## src/hdl/sgr_queue.sv

```systemverilog
// Small register queue between the window builder and the arithmetic.
module sgr_queue #(
	parameter int WIDTH = 32,
	parameter int DEPTH = 4
) (
	input  logic             clk,
	input  logic             arst_n,
	input  logic             wr_en,
	input  logic [WIDTH-1:0] wr_data,
	input  logic             rd_en,
	output logic [WIDTH-1:0] rd_data,
	output logic             not_empty,
	output logic             almost_full
);

	localparam int IW = $clog2(DEPTH);

	logic [WIDTH-1:0] mem_q [DEPTH];
	logic [IW-1:0]    wr_ptr_q;
	logic [IW-1:0]    rd_ptr_q;
	logic [IW:0]      count_q;

	always_ff @(posedge clk or negedge arst_n) begin
		if (!arst_n) begin
			wr_ptr_q <= '0;
			rd_ptr_q <= '0;
			count_q  <= '0;
		end else begin
			if (wr_en) begin
				wr_ptr_q <= wr_ptr_q + 1'b1;
			end
			if (rd_en) begin
				rd_ptr_q <= rd_ptr_q + 1'b1;
			end
			if (wr_en && !rd_en) begin
				count_q <= count_q + 1'b1;
			end else if (rd_en && !wr_en) begin
				count_q <= count_q - 1'b1;
			end
		end
	end

	always_ff @(posedge clk) begin
		if (wr_en) begin
			mem_q[wr_ptr_q] <= wr_data;
		end
	end

	assign rd_data     = mem_q[rd_ptr_q];
	assign not_empty   = (count_q != '0);
	// One slot is held back for the entry already in flight behind the line store.
	assign almost_full = (count_q >= (IW+1)'(DEPTH - 1));

`ifndef ASSERT_OFF
	a_no_overflow: assert property (@(posedge clk) disable iff (!arst_n)
		(wr_en && !rd_en) |-> count_q != (IW+1)'(DEPTH))
		else $error("job queue overflow");
	a_no_underflow: assert property (@(posedge clk) disable iff (!arst_n)
		rd_en |-> count_q != '0)
		else $error("job queue underflow");
`endif

endmodule

```

## config.mk

```make
export PLATFORM = sky130hd
export DESIGN_NAME = sgr_queue
export DESIGN_NICKNAME = d
export VERILOG_FILES = /design/src/hdl/sgr_queue.sv
export SDC_FILE = /design/constraint.sdc
export NUM_CORES = 1
export LEC_CHECK = 0
export BUFFER_PORTS_ARGS = -buffer_cell sky130_fd_sc_hd__buf_4
export CAP_MARGIN = 40
export CORE_MARGIN = 5
export CORE_UTILIZATION = 30
export CTS_CLUSTER_DIAMETER = 200
export DETAILED_ROUTE_END_ITERATION = 7
export PLACE_DENSITY_LB_ADDON = 0.08
export SYNTH_ARGS = -nofsm -noshare
export SYNTH_HDL_FRONTEND = slang
export SYNTH_SLANG_ARGS = --single-unit
```

## constraint.sdc

```tcl
create_clock -name clk -period 1.92 [get_ports clk]
set_clock_uncertainty 0.15 [all_clocks]
set_input_delay 0.384 -clock clk [delete_from_list [all_inputs] [get_ports clk]]
set_output_delay 0.384 -clock clk [all_outputs]
set_load 0.02 [all_outputs]
```

==> results of run 1 <==
[registers in the layout, indices dropped and copies added (netlist names)]
signal    count
wr_ptr_q      2
mem_q       128
count_q       3
rd_ptr_q      2
[placed cells by master (no fill, tap or decap), types with 2 or more instances in the layout]
master / count
buf_12: 8
edfxtp_1: 128
nand2_1: 2
ha_1: 5
dfrtp_2: 3
buf_4: 50
xor2_1: 4
xnor2_1: 2
mux4_2: 32
clkbuf_16: 17
clkinv_1: 6
buf_6: 30
and2_2: 4
bufinv_16: 5
dfrtp_1: 4
inv_1: 4
[power groups by stage]
stage	registers, mW	logic (mW)	clock network, mW
2_1_floorplan	4.04	2.23	0
3_3_place_gp	4.12	3.67	0
3_5_place_dp	4.13	3.68	0
4_1_cts	4.04	4.10	3.46
5_1_grt	4.09	4.29	3.59
6_report	4.04	4.00	3.38
[area by class of cell]
type / count / area, µm²
clock inverter: 13 / 185.2
multi-input combinational: 55 / 932.1
clock buffer: 18 / 429.2
inverter: 4 / 15.01
sequential: 135 / 4023
timing repair buffer: 90 / 898.4
tap: 220 / 275.3
fill: 1531 / 9826
[worst paths after layout]
path / cells after the start / start / to
worst max-delay path: 4 / rd_ptr_q[0] / rd_data[22]
worst min register to register: 1 / count_q[2] / count_q[2]
worst max register to register: 5 / count_q[0] / count_q[2]
max in group asynchronous: 2 / arst_n / rd_ptr_q[1]
worst min-delay path: 1 / wr_data[24] / mem_q[1][24]
min in group asynchronous: 2 / arst_n / count_q[2]
[repair_timing]
| action | in CTS | in global routing |
|---|---|---|
| hold buffers | 1 | 0 |
| setup buffers | 5 | 1 |
| hold endpoints to repair | 7 | 0 |
| gates resized for setup | 29 | 10 |
| cloned | 1 | 0 |
| setup endpoints to repair | 33 | 33 |
[kinds of logic (layout without fill, tap and decap cells)]
logic type / Yosys count / count (layout) / synth area share (%)
flip-flops: 135 / 135 / 79.41
AO/OA/AOI/OAI: 2 / 2 / 0.2472
multiplexers: 33 / 33 / 14.76
adder cells (fa/ha/maj): 6 / 6 / 1.632
XOR/XNOR: 6 / 6 / 1.038
AND/OR/NAND/NOR: 8 / 8 / 0.8405
buffers and inverters: 12 / 125 / 2.076
[routing by layer]
metal | part of all wire [%] | global-route usage [%] | vias to the layer above | routed length, µm
li1 | - | - | 1047 | -
met1 | 45 | 13.89 | 1209 | 4380
met2 | 50 | 16.92 | 45 | 4898
met3 | 3.7 | 2.950 | 13 | 363
met4 | 1.7 | 4.437 | 0 | 170
met5 | 0 | 0 | - | 0
==> qor.csv, run 1 <==
metric,value,unit
TritonCTS Buffers,17,
CP Max Fanout,7,
startpoint types,register,
final slew viol count,0,
Layout area overhead,33.52,%
drt wl/cell,18.34,µm
global-route wire length before repair,15530,µm
switching share of power,28.13,%
TNS Setup,-10.02,ns
chip height,139.9,µm
Port-buffer cells,69,
failing checks,setup timing,
CP most frequent cell,buf_6,
sequential share of power,35.4,%
Pwr per Cell Area,1690,mW/mm²
worst vdd ir,0.6517,mV
RSZ-0062 raised after global routing,yes,
# nets final,345,
Worst path top cell family by delay,multiplexers,
post-route ant nets,0,
Site Rows,47,
Cell Count Post-Placement,498,
CTS Sinks,135,
DP HPWL,6385,µm
CP endpoint kind,primary output,
Post-Syn Nets,244,
async set-reset flop share out of synthesis,5.185,%
routed vias,2314,
Fin Hold WS,0.02738,ns
post-route cell area,0.006758,mm²
Worst Tran Pin Value,0.3355,ns
Post-synth top cells,"128 x edfxtp_1, 28 x mux4_2, 7 x dfrtp_1",
H-tree depth,4,
TritonCTS clock tree,built,
sequential share of the synthesized area,79.41,%
Synth area leader,edfxtp_1,
RePlAce Congestion,0.6485,
PnR Total Power,11.42,mW
max frequency,0.4396,GHz
Initial Utilization,30.52,%
Comb power frac,35.0,%
Post-synth EDFFs,128,
status,"complete, but fails checks",
clock group share of total power,29.6,%
largest net degree at the start of global routing,25,
cell count after synthesis,202,
number of synthesized register bits,135,
final design utilization,40.75,%
final hold vios,0,
worst endpoint required time,1.39,ns
Routed WL,9813,µm
CP Cell Sequence,buf_6 -> buf_12 -> mux4_2 -> buf_6,
Psw,3.212,mW
"Data arrival, critical path",1.74,ns
Max Cap Viol,0,
Final Non-Filler Cells,535,
top_reg_cell synth,edfxtp_1,
First DRT Iteration DRCs,108,
Yosys warning count,0,
drt pass-1 iters,3,
crit path kind,reg -> out,
cell-internal power,8.206,mW
Die Footprint,0.01957,mm²
Final min period,2.275,ns
Buf/Inv on CP,3,
"Largest stage delay, worst path",0.54,ns
Mapped Area,0.005061,mm²
worst skew pair latency,0.40,ns
ranking of synthesized cells by area,"edfxtp_1 76%, mux4_2 12%, dfrtp_1 3.5%",
fraction of layout cells with a size suffix above 1,48.89,%
final setup fails,32,
Static Leak,2.381,nW
"count leader, synth",edfxtp_1,
Worst path slowest cell,mux4_2,
setup ws final,-0.3547,ns
total track usage,10.67,%
worst hold path type,in -> reg,
Synth cell types,20,
clock transition at the registers of the reported paths,0.05,ns
core box area,0.01658,mm²
Post-Syn Area per Cell,25.05,µm²
clock root buffer master,clkbuf_16,
Yosys top cell area share,75.95,%
Final Cycle Share,118.5,%
number of global-route vias before repair,2582,
Die Width,139.9,µm
placed cell areas,0.005997,mm²
DR vias/cell,4.325,
Worst R2R Setup Slack,0.27,ns
Ports,70,
max_slew headroom,77.63,%
clk buf depth,2,
initial antenna violation count,0,
residual DRC count,0,
GRT overflow,0,
diode count,0,
Setup WS pre-CTS,-0.03117,ns
Power figures use the tool's default switching activity.
==> run 2: changes to the inputs <==
CTS_CLUSTER_DIAMETER = 120   (was 200)
PLACE_DENSITY_LB_ADDON = default   (was 0.08)
==> run 2 against run 1 <==
Net effect: the flow still finishes with violations (setup timing); non-clock buffer count up 8; combinational power up 6.0%; wire length down 3.8%; sequential share of layout area down 1.2 points; total power up 1.1%; die area unchanged; via count up 2.1%; global-route usage down 0.43 points; design area up 2.0%; clock power down 3%; register-to-register slack worse by 0.02 ns; sequential power about the same.
==> qor.csv, run 2 (same netlist as run 1, synthesis figures left out) <==
metric,value,unit,change
diode count,0,,unchanged
Cell Count Post-Placement,497,,-0.20%
TritonCTS clock tree,built,,
Worst Tran Pin Value,0.4759,ns,+0.1404 ns
max frequency,0.4364,GHz,-0.73%
area of the multi-input gates,927.1,µm²,-0.54%
GRT overflow,0,,unchanged
"commonest non-fill, non-tap cell in the layout",edfxtp_1,,
RePlAce Congestion,0.6780,,+4.5%
status,"complete, but fails checks",,
Layout area overhead,36.14,%,
RSZ-0062 raised after global routing,yes,,
DP HPWL,5933,µm,-7.1%
Pwr per Cell Area,1675,mW/mm²,-0.87%
startpoint types,register,,
post-route ant nets,0,,unchanged
reg-to-reg startpoint,wr_ptr_q[1],,
CP endpoint kind,primary output,,
residual DRC count,0,,unchanged
clock root buffer master,clkbuf_16,,
sequential share of power,34.8,%,-0.6 points
H-tree depth,4,,unchanged
Final min period,2.291,ns,+0.01677 ns
final setup fails,32,,unchanged
max_slew headroom,68.27,%,-9.4 points
DR vias/cell,4.344,,+0.43%
crit path kind,reg -> out,,
final slew viol count,0,,unchanged
failing checks,setup timing,,
TritonCTS Buffers,17,,unchanged
min-delay src,wr_data[2],,
Die Width,139.9,µm,unchanged
initial antenna violation count,0,,unchanged
Static Leak,2.440,nW,+2.5%
max reg flops,128,,unchanged
CP Max Fanout,7,,unchanged
Final Cycle Share,119.3,%,+0.87 points
Largest regs,"mem_q x128, count_q x3",,
clock group share of total power,28.4,%,-1.2 points
CP Cell Sequence,buf_12 -> clkbuf_16 -> mux4_2 -> buf_6,,
worst endpoint required time,1.39,ns,about the same
chip height,139.9,µm,unchanged
clock transition at the registers of the reported paths,0.06,ns,about the same
Initial Utilization,30.52,%,unchanged
"Data arrival, critical path",1.76,ns,+0.02 ns
Psw,3.261,mW,+1.5%
final hold vios,0,,unchanged
Port-buffer cells,69,,unchanged
First DRT Iteration DRCs,125,,+16%
worst hold path type,in -> reg,,
total track usage,10.25,%,-0.43 points
Filler Cell Count,1496,,-2.3%
cell-internal power,8.281,mW,+0.91%
fraction of layout cells with a size suffix above 1,49.69,%,+0.80 points
setup ws final,-0.3715,ns,-0.01677 ns
Ports,70,,unchanged
global-route wire length before repair,14700,µm,-5.3%
largest net degree at the start of global routing,25,,unchanged
routed vias,2363,,+2.1%
# nets final,353,,+2.3%
Worst path slowest cell,mux4_2,,
Final Non-Filler Cells,544,,+1.7%
"Largest stage delay, worst path",0.51,ns,-0.03 ns
clk buf depth,2,,unchanged
Crit. Startpoint,rd_ptr_q[0],,
Site Rows,47,,unchanged
drt pass-1 iters,4,,+1
worst skew pair latency,0.41,ns,about the same
CTS Sinks,135,,unchanged
Die Footprint,0.01957,mm²,unchanged
Biggest register,mem_q,,
number of global-route vias before repair,2632,,+1.9%
worst vdd ir,0.7593,mV,+17%
Max Cap Viol,0,,unchanged
"commonest non-fill, non-tap cells in the layout","128 x edfxtp_1, 48 x buf_4, 33 x buf_6, 32 x mux4_2, 19 x clkbuf_16",,
Comb power frac,36.7,%,+1.7 points
switching share of power,28.25,%,+0.12 points
Routed WL,9442,µm,-3.8%
Reg area,0.004021,mm²,about the same
drt wl/cell,17.36,µm,-5.4%
core box area,0.01658,mm²,unchanged
Fin Hold WS,0.02206,ns,-0.005328 ns
==> run 2: through the flow <==
| stage | TNS [ns] | utilization, % | total power [mW] | area, µm² | setup slack (ns) |
|---|---|---|---|---|---|
| floorplan | 0 | - | 6.269 | 5065 | 0.05215 |
| global placement | -0.01398 | 35.77 | 7.589 | 5932 | -0.01138 |
| detailed placement | -0.06652 | 35.94 | 7.669 | 5959 | -0.01888 |
| CTS | -11.90 | 40.74 | 11.48 | 6756 | -0.4033 |
| global route | -13.29 | 41.55 | 12.13 | 6890 | -0.4494 |
| finish | -10.97 | 41.55 | 11.54 | 6890 | -0.3715 |
==> run 2: area by class of cell <==
type | instances | share of cell area, %
repair buffers | 98 | 15.09
inverters | 4 | 0.2179
clock buffers | 18 | 6.228
well taps | 220 | 3.995
flip-flops and latches | 135 | 58.36
multi-input cells | 55 | 13.46
clock inverters | 14 | 2.651
==> run 2: final timing paths <==
| kind | to | cells after the start | slack (ns) |
|---|---|---|---|
| setup reg to reg | mem_q[3][14] | 3 | 0.25 |
| min in group asynchronous | count_q[2] | 2 | 0.17 |
| setup / recovery | rd_data[17] | 4 | -0.37 |
| max in group asynchronous | rd_ptr_q[0] | 2 | 1.30 |
| hold / removal | mem_q[0][2] | 1 | 0.02 |
| hold reg to reg | count_q[2] | 2 | 0.41 |
==> run 2: critical path, delay by kind of cell (launching register included) <==
kind / cells / cell delay, ns
buffers and inverters: 3 / 0.45
DFF: 1 / 0.39
muxes: 1 / 0.51
==> run 2: per-layer routing <==
metal	wire length (µm)	share of wire, %	track usage, %	up-vias
met1	3845	41	11.42	1224
met5	0	0	0	-
met2	4847	51	16.97	60
li1	-	-	-	1064
met3	616	6.5	5.180	15
met4	133	1.4	3.672	0
==> run 2: timing repair <==
action                                  in CTS  in global routing
gates resized for setup                     28                 19
hold buffers                                 2                  3
buffers inserted                             6                  2
hold endpoints to repair                     8                  5
endpoints found under the setup margin      33                 33
cloned                                       1                  2
==> run 2: power by group through the flow <==
stage                     clock network (mW)  logic (mW)  registers (mW)
after detailed placement                   0        3.56            4.11
after global placement                     0        3.51            4.08
after CTS                               3.37        4.09            4.03
final                                   3.28        4.24            4.02
after floorplan                            0        2.23            4.04
after global routing                    3.53        4.54            4.07
