## config.mk

```make
export PLATFORM = sky130hd
export DESIGN_NAME = sgr_back
export DESIGN_NICKNAME = d
export VERILOG_FILES = /design/src/hdl/sgr_pkg.sv /design/src/hdl/sgr_back.sv
export SDC_FILE = /design/constraint.sdc
export NUM_CORES = 1
export LEC_CHECK = 0
export BUFFER_PORTS_ARGS = -buffer_cell sky130_fd_sc_hd__buf_4
export CAP_MARGIN = 20
export CORE_ASPECT_RATIO = 1.75
export CORE_MARGIN = 8
export CORE_UTILIZATION = 48
export CTS_BUF_LIST = sky130_fd_sc_hd__clkbuf_4 sky130_fd_sc_hd__clkbuf_8
export DETAILED_ROUTE_END_ITERATION = 7
export HOLD_SLACK_MARGIN = 0.05
export PLACE_DENSITY = 0.82
export REMOVE_ABC_BUFFERS = 1
export SETUP_SLACK_MARGIN = 0.1
export SLEW_MARGIN = 20
export SYNTH_ARGS = -nofsm -noshare
export SYNTH_HDL_FRONTEND = slang
export SYNTH_SLANG_ARGS = --single-unit
```

## constraint.sdc

```tcl
create_clock -name clk -period 8.5 [get_ports clk]
set_input_delay 1.7 -clock clk [delete_from_list [all_inputs] [get_ports clk]]
set_output_delay 1.7 -clock clk [all_outputs]
set_load 0.02 [all_outputs]
```

## src/hdl/sgr_pkg.sv

```systemverilog
// Shared types and constants of the streaming 3x3 Sobel gradient filter.
package sgr_pkg;

	// Fixed field widths of the block's ports.
	localparam int PIXEL_IN_BITS = 8;
	localparam int GRAD_BITS     = 11;
	localparam int CFG_BITS      = 11;

	// Configuration register indexes.
	localparam logic REG_IMAGE_WIDTH   = 1'b0;
	localparam logic REG_GRADIENT_AXIS = 1'b1;

	// Gradient axis codes.
	localparam logic AXIS_X = 1'b0;
	localparam logic AXIS_Y = 1'b1;

	localparam logic [CFG_BITS-1:0] IMAGE_WIDTH_RESET = 11'd1024;

	// Indexes into a 3x3 neighborhood: rows above, center, below; columns left, middle, right.
	localparam int ROW_A = 0;
	localparam int ROW_M = 1;
	localparam int ROW_B = 2;
	localparam int COL_L = 0;
	localparam int COL_M = 1;
	localparam int COL_R = 2;

	// Entries in the queue between the window builder and the arithmetic.
	localparam int JOB_QUEUE_DEPTH = 4;

	// Per-job control carried alongside the neighborhood.
	typedef struct packed {
		logic two;        // a second result follows, with the right column replicated
		logic row_end;    // marks the first result as the end of a row
		logic image_end;  // marks the first result as the end of the image
	} job_flags_t;

endpackage

```

## src/hdl/sgr_back.sv

```systemverilog
// Back end: evaluates the Sobel kernel on queued neighborhoods and holds the result register.
module sgr_back #(
	parameter int PIXEL_BITS = 8
) (
	input  logic                                   clk,
	input  logic                                   arst_n,
	input  logic                                   axis,
	input  logic                                   job_valid,
	input  sgr_pkg::job_flags_t                    job_flags,
	input  logic [2:0][2:0][PIXEL_BITS-1:0]        job_pix,
	output logic                                   job_pop,
	input  logic                                   pop,
	output logic                                   empty,
	output logic signed [sgr_pkg::GRAD_BITS-1:0]   gradient,
	output logic                                   row_end,
	output logic                                   image_end
);

	localparam int SW = PIXEL_BITS + 4;

	logic                                 phase_q;
	logic                                 out_valid_q;
	logic                                 out_ready;
	logic                                 fire;
	logic                                 last_part;
	logic signed [SW-1:0]                 lv [3];
	logic signed [SW-1:0]                 mv [3];
	logic signed [SW-1:0]                 rv [3];
	logic signed [SW-1:0]                 sum;
	logic signed [sgr_pkg::GRAD_BITS-1:0] grad;

	function automatic logic signed [SW-1:0] widen(input logic [PIXEL_BITS-1:0] v);
		return $signed(SW'(v));
	endfunction

	// The second result of a row end shifts the window left and replicates the right column.
	always_comb begin
		for (int r = 0; r < 3; r++) begin
			lv[r] = widen(phase_q ? job_pix[r][sgr_pkg::COL_M] : job_pix[r][sgr_pkg::COL_L]);
			mv[r] = widen(phase_q ? job_pix[r][sgr_pkg::COL_R] : job_pix[r][sgr_pkg::COL_M]);
			rv[r] = widen(job_pix[r][sgr_pkg::COL_R]);
		end
	end

	always_comb begin
		if (axis == sgr_pkg::AXIS_Y) begin
			sum = (lv[sgr_pkg::ROW_A] + (mv[sgr_pkg::ROW_A] <<< 1) + rv[sgr_pkg::ROW_A])
			    - (lv[sgr_pkg::ROW_B] + (mv[sgr_pkg::ROW_B] <<< 1) + rv[sgr_pkg::ROW_B]);
		end else begin
			sum = (lv[sgr_pkg::ROW_A] - rv[sgr_pkg::ROW_A])
			    + ((lv[sgr_pkg::ROW_M] - rv[sgr_pkg::ROW_M]) <<< 1)
			    + (lv[sgr_pkg::ROW_B] - rv[sgr_pkg::ROW_B]);
		end
		grad = sgr_pkg::GRAD_BITS'(sum);
	end

	assign out_ready = !out_valid_q || pop;
	assign fire      = job_valid && out_ready;
	assign last_part = !job_flags.two || phase_q;
	assign job_pop   = fire && last_part;

	always_ff @(posedge clk or negedge arst_n) begin
		if (!arst_n) begin
			phase_q     <= 1'b0;
			out_valid_q <= 1'b0;
		end else begin
			if (fire) begin
				phase_q     <= !last_part;
				out_valid_q <= 1'b1;
			end else if (pop) begin
				out_valid_q <= 1'b0;
			end
		end
	end

	always_ff @(posedge clk) begin
		if (fire) begin
			gradient  <= grad;
			row_end   <= phase_q ? 1'b1 : job_flags.row_end;
			image_end <= phase_q ? 1'b0 : job_flags.image_end;
		end
	end

	assign empty = !out_valid_q;

`ifndef ASSERT_OFF
	a_phase_holds_job: assert property (@(posedge clk) disable iff (!arst_n)
		phase_q |-> job_valid)
		else $error("second result pending without its job");
`endif

endmodule

```

==> flow_metrics.py, run 1 <==
metrics = {
    "outcome": {
        "status": "complete, no violations",
    },
    "logic_synthesis": {
        "synth_top_area_share_pct": 22.3,
        "synth-edff-count": 13,
        "synth_mux_area_share_pct": 11.9,
        "synth_xor_area_share_pct": 4.87,
        "synth_top_family_by_area": "adder cells",
        "synth-seq-area-share_pct": 11.1,
        "synth-simple-area-share_pct": 8.39,
        "yosysTopAreaCell": "fa_1",
        "synthAdderAreaFrac_pct": 37.2,
        "synth_common_cells": "111 x inv_1, 47 x ha_1, 44 x fa_1",
        "yosysMostFrequentCell": "inv_1",
        "postSynthCellCount": 447,
        "synth_compound_area_share_pct": 15.2,
        "synth_cell_types": 50,
        "mappedNetlistArea_mm2": 0.00395,
        "synth.ff_latch_count": 15,
        "synthArstFlopShare_pct": 13.3,
        "synth_flop_cell": "edfxtp_1",
        "synth_area_leaders": "fa_1 22%, ha_1 15%, inv_1 11%",
        "ys.warnings.count": 0,
        "syn_area_per_cell_um2": 8.84,
    },
    "power": {
        "pwr_density_cell_mw_per_mm2": 442,
        "combPwrFrac_pct": 89.3,
        "switching_power_mw": 1.12,
        "leakage_nw": 2.50,
        "p_int_mw": 1.01,
        "clkPwrFrac_pct": 2.6,
        "p_seq_share_pct": 8.1,
        "p_sw_share_pct": 52.6,
        "p_total_mw": 2.12,
        "ir_drop_uv": 248,
    },
    "cells_and_area": {
        "n_antenna_cell": 0,
        "fill_cells": 760,
        "fin_nets": 711,
        "drive_above_1_share_pct": 23.2,
        "area_growth_pct": 21.4,
    },
    "sta": {
        "setup_viol": 0,
        "setup_tns_ns": 0,
        "clock_skew_ns": 0.000735,
        "period_needed_ns": 5.47,
        "drv_slew": 0,
        "fin_ws_ns": 3.03,
        "rsz0062_at_grt": "false",
        "post-route-period-util_pct": 64.4,
        "worstMarginPinSlew_ns": 0.659,
        "slew_headroom_pct": 56.1,
        "max_freq_mhz": 183,
        "timing_hold_violations_final": 0,
    },
    "flow_run": {
        "max-cap-violations": 0,
    },
    "grt": {
        "grt_use_total_pct": 17.0,
        "antenna_found_initial": 0,
        "gr-total-overflow": 0,
        "grt_first_pass_wirelength_um": 16100,
        "grt_max_degree": 26,
        "first_global_vias": 3815,
    },
    "clock_tree": {
        "cts_tree": "done",
        "cts_setup_buffers": 0,
        "cts_sinks": 15,
        "postCtsHoldBufs": 0,
        "insertion_delay_ns": 0.24,
        "cts.clk_slew.worst_paths_ns": 0.06,
        "clockRootBuffer": "clkbuf_8",
        "cts_resized": 0,
        "clockBufferDepth": 2,
        "cts_buffers": 3,
        "htree_levels": 1,
    },
    "detailed_routing": {
        "wl_per_cell_um": 14.9,
        "drt-initial-drc-count": 79,
        "route.vias.total": 3338,
        "drtPass1Iterations": 4,
        "routed_wl_um": 9420,
        "drt-vias-per-instance": 5.29,
        "final_antenna_net_count": 0,
        "drc_errors": 0,
    },
    "placement": {
        "post-dp-hpwl_um": 8490,
        "place_ws_ns": 2.78,
        "gp_congestion": 0.897,
        "numPortBuffers": 94,
    },
    "setup_path": {
        "cp_cell_sequence": "buf_4, mux2i_1, ha_1, inv_1, fa_1, a21o_1, a21oi_1, nor2_1, o31ai_1, nand2_1, fa_1, inv_1, ha_1, nor3_1, nor2_1, o41ai_1, nor4b_1, a221oi_1",
        "endpoint_kind": "flip-flop",
        "cp_data_arrival_time_ns": 5.45,
        "critical-path-max-stage-delay_ns": 0.56,
        "worstPathMaxFanout": 5,
        "crit_path_start_kind": "primary input",
        "crit_slowest_cell": "fa_1",
        "worstPathRequired_ns": 8.48,
        "critical_path_class": "in2reg",
    },
    "floorplan": {
        "die_y_um": 136,
        "initial_core_util_pct": 48.5,
        "row_count": 44,
        "boundaryPins": 95,
        "dieWidth_um": 84.6,
        "die-area_mm2": 0.0115,
        "coreArea_mm2": 0.00815,
    },
    "hold_path": {
        "hp-class": "reg2reg",
    },
}
-- critical path, delay by kind of cell --
family / cells / cell delay, ns
buf+inv: 3 / 0.22
mux: 1 / 0.22
simple gates: 5 / 0.82
compound gates: 5 / 0.91
fa+ha+maj: 4 / 1.56
-- state kept, by name, indices dropped and copies added (netlist names) --
signal / count
image_end: 1
out_valid_q: 1
phase_q: 1
row_end: 1
gradient: 11
-- layout by cell type (no fill, tap or decap), types with 3 or more instances in the layout --
cell       instances
nor2b_1            7
mux2_2            17
fa_1              44
ha_1              47
inv_1            111
a211oi_1           3
nand2_1            9
edfxtp_1          13
nor2_1            26
o21bai_1           4
buf_4             95
o31ai_1            4
clkbuf_8           3
xor2_1            13
o21a_1             4
a211o_1            3
o2bb2ai_1          4
a21oi_1           25
nand2b_1           9
nor3_1             6
o21ai_0           17
mux2i_1           28
xnor2_1            9
a21o_1             5
-- power groups by stage --
stage	Combinational, mW	Clock (mW)	Sequential (mW)
CTS	1.90	0.0576	0.172
global placement	1.83	0	0.172
floorplan	1.39	0	0.213
finish	1.89	0.0556	0.171
detailed placement	1.88	0	0.174
global route	2.14	0.0620	0.175
-- stage by stage --
step	utilization [%]	std cells	cell area (µm²)	hold slack (ns)
floorplan	-	440	3920	0.477
global placement	58.3	627	4750	0.500
detailed placement	58.3	627	4750	0.505
CTS	58.9	631	4800	0.522
global route	58.9	631	4800	0.572
finish	58.9	631	4800	0.519
-- layer usage --
layer | routed length, µm | vias up | track usage, %
li1 | - | 1660 | -
met1 | 3230 | 1578 | 15.8
met2 | 5480 | 78 | 35.3
met3 | 339 | 22 | 1.69
met4 | 372 | 0 | 7.38
met5 | 0 | - | 0
-- final cells by class --
class	count	area, µm²	area share, %
multi-input combinational	314	3070	63.9
clock buffer	3	41.3	0.860
clock inverter	1	5.00	0.104
inverter	111	417	8.68
tap	92	115	2.40
timing repair buffer	95	713	14.9
sequential	15	442	9.20
-- cells by family (layout without fill, tap and decap cells) --
kind of cell               after synthesis  in the layout
and+or+nand+nor                         67             67
xor gates and xnor gates                22             22
AOI/OAI and AO/OA                       89             89
muxes                                   45             45
adders and majority gates               91             91
buffers and inverters                  118            210
DFF                                     15             15
-- worst paths after layout --
path | start | endpoint | slack, ns | cells past startpoint
max | job_pix[8] | gradient[9] | 3.03 | 18
min | out_valid_q | out_valid_q | 0.52 | 2
max reg2reg | phase_q | gradient[9] | 3.63 | 17
min reg2reg | out_valid_q | out_valid_q | 0.52 | 2
max in group asynchronous | arst_n | phase_q | 7.18 | 1
min in group asynchronous | arst_n | phase_q | 1.23 | 1
Power figures use the tool's default switching activity.
==> run 2, diff against run 1 <==
Settings changed: PLACE_DENSITY 0.82 to 0.85.
Clock period 8.5 ns to 4.6 ns, I/O delays scaled along.
==> run 2 against run 1 <==
Critical path depth decreased by 1. Routed wire length is 6.8% higher. Global-route usage rose by 0.49 points. Clock power increased by 92%. Cell count rose by 3.6%. Critical path type unchanged.
==> flow_metrics.py, run 2 (same netlist as run 1, synthesis figures left out) <==
metrics = {
    "floorplan": {
        "initial_core_util_pct": 48.5,
        "coreArea_mm2": 0.00815,
        "dieWidth_um": 84.6,
        "die_y_um": 136,
        "die-area_mm2": 0.0115,
        "row_count": 44,
        "boundaryPins": 95,
    },
    "sta": {
        "rsz0062_at_grt": "false",
        "slew_headroom_pct": 66.2,
        "timing_hold_violations_final": 0,
        "max_freq_mhz": 230,
        "clock_skew_ns": 0.00176,
        "period_needed_ns": 4.35,
        "fin_ws_ns": 0.248,
        "worstMarginPinSlew_ns": 0.506,
        "setup_tns_ns": 0,
        "whs_ns": 0.442,
        "setup_viol": 0,
        "post-route-period-util_pct": 94.6,
        "drv_slew": 0,
    },
    "cells_and_area": {
        "largest-register": "gradient",
        "final_cell_area_mm2": 0.00506,
        "final_cell_mix": "117 x buf_4, 111 x inv_1, 46 x ha_1",
        "fin_nets": 734,
        "area_growth_pct": 28.1,
        "post-route-util_pct": 62.1,
        "drive_above_1_share_pct": 28.8,
        "largest_reg_flops": 11,
        "layout_commonest_cell": "buf_4",
        "n_antenna_cell": 0,
        "finalNonFillerCells": 654,
    },
    "detailed_routing": {
        "final_antenna_net_count": 0,
        "drt-vias-per-instance": 5.32,
        "drc_errors": 0,
        "wl_per_cell_um": 15.4,
        "drt-initial-drc-count": 133,
        "drtPass1Iterations": 6,
        "routed_wl_um": 10100,
        "route.vias.total": 3481,
    },
    "outcome": {
        "status": "complete, no violations",
    },
    "setup_path": {
        "cp_data_arrival_time_ns": 4.34,
        "crit_path_start_kind": "primary input",
        "critical_path_class": "in2reg",
        "endpoint_kind": "flip-flop",
        "worstPathRequired_ns": 4.58,
        "worstPathMaxFanout": 4,
    },
    "grt": {
        "gr-total-overflow": 0,
        "antenna_found_initial": 0,
        "grt_first_pass_wirelength_um": 16400,
        "grt_use_total_pct": 17.5,
        "first_global_vias": 3795,
        "grt_max_degree": 23,
    },
    "clock_tree": {
        "clockRootBuffer": "clkbuf_8",
        "insertion_delay_ns": 0.25,
        "cts.clk_slew.worst_paths_ns": 0.06,
        "htree_levels": 1,
        "cts_buffers": 3,
        "clockBufferDepth": 2,
        "cts_sinks": 15,
        "postCtsHoldBufs": 0,
        "cts_tree": "done",
    },
    "hold_path": {
        "hp-class": "in2async",
    },
    "placement": {
        "place_ws_ns": -0.127,
        "dp_cells": 647,
        "place_area_mm2": 0.00491,
        "numPortBuffers": 94,
        "gp_congestion": 0.865,
        "post-dp-hpwl_um": 8850,
    },
    "power": {
        "leakage_nw": 2.62,
        "switching_power_mw": 2.22,
        "combPwrFrac_pct": 90.6,
        "clkPwrFrac_pct": 2.5,
        "ir_drop_uv": 553,
        "p_seq_share_pct": 7.0,
        "pwr_density_cell_mw_per_mm2": 852,
        "p_total_mw": 4.32,
        "p_sw_share_pct": 51.4,
        "p_int_mw": 2.10,
    },
    "flow_run": {
        "max-cap-violations": 0,
    },
}
-- run 2: repair_timing --
item	4_1_cts	5_1_grt
gates resized for setup	1	20
pin swaps	0	2
setup buffers	3	0
setup endpoints to repair	2	5
endpoints found under the hold margin	0	0
-- run 2: area by class of cell --
type,count,area [µm²]
inverter,111,417
multi-input combinational,314,3140
sequential,15,444
tap,92,115
timing repair buffer,118,898
clock inverter,1,5.00
fill,668,3080
clock buffer,3,41.3
-- run 2: final timing paths --
path	slack (ns)	end	start	depth (start not counted)
max	0.25	gradient[9]	job_pix[8]	17
min in group clk	0.53	out_valid_q	out_valid_q	2
max reg2reg	0.28	gradient[8]	phase_q	15
min	0.44	out_valid_q	arst_n	1
max in group asynchronous	4.06	phase_q	arst_n	1
min reg2reg	0.53	out_valid_q	out_valid_q	2
-- run 2: worst max-delay path, cell delays in order --
cell,delay [ns]
buf_4,0.11
mux2i_2,0.18
ha_2,0.22
inv_1,0.05
fa_1,0.41
a21o_1,0.18
a21oi_2,0.16
buf_4,0.14
xnor2_1,0.08
fa_1,0.54
inv_1,0.04
ha_1,0.33
o21ai_0,0.25
a21oi_1,0.12
o41ai_2,0.25
nor4b_2,0.24
a221oi_1,0.07
-- run 2: metal layers --
metal  part of all wire, %  track usage [%]  up-vias
met4                   4.0             8.18        0
met3                   3.3             2.24       24
met5                     0                0        -
met1                    34             15.5     1666
met2                    59             36.7       88
li1                      -                -     1703
-- run 2: power groups by stage --
stage	Combinational (mW)	Clock [mW]	Sequential (mW)
after floorplan	2.56	0	0.393
after global placement	3.59	0	0.312
after detailed placement	3.72	0	0.313
after CTS	3.77	0.111	0.302
after global routing	4.36	0.117	0.304
final	3.91	0.107	0.301
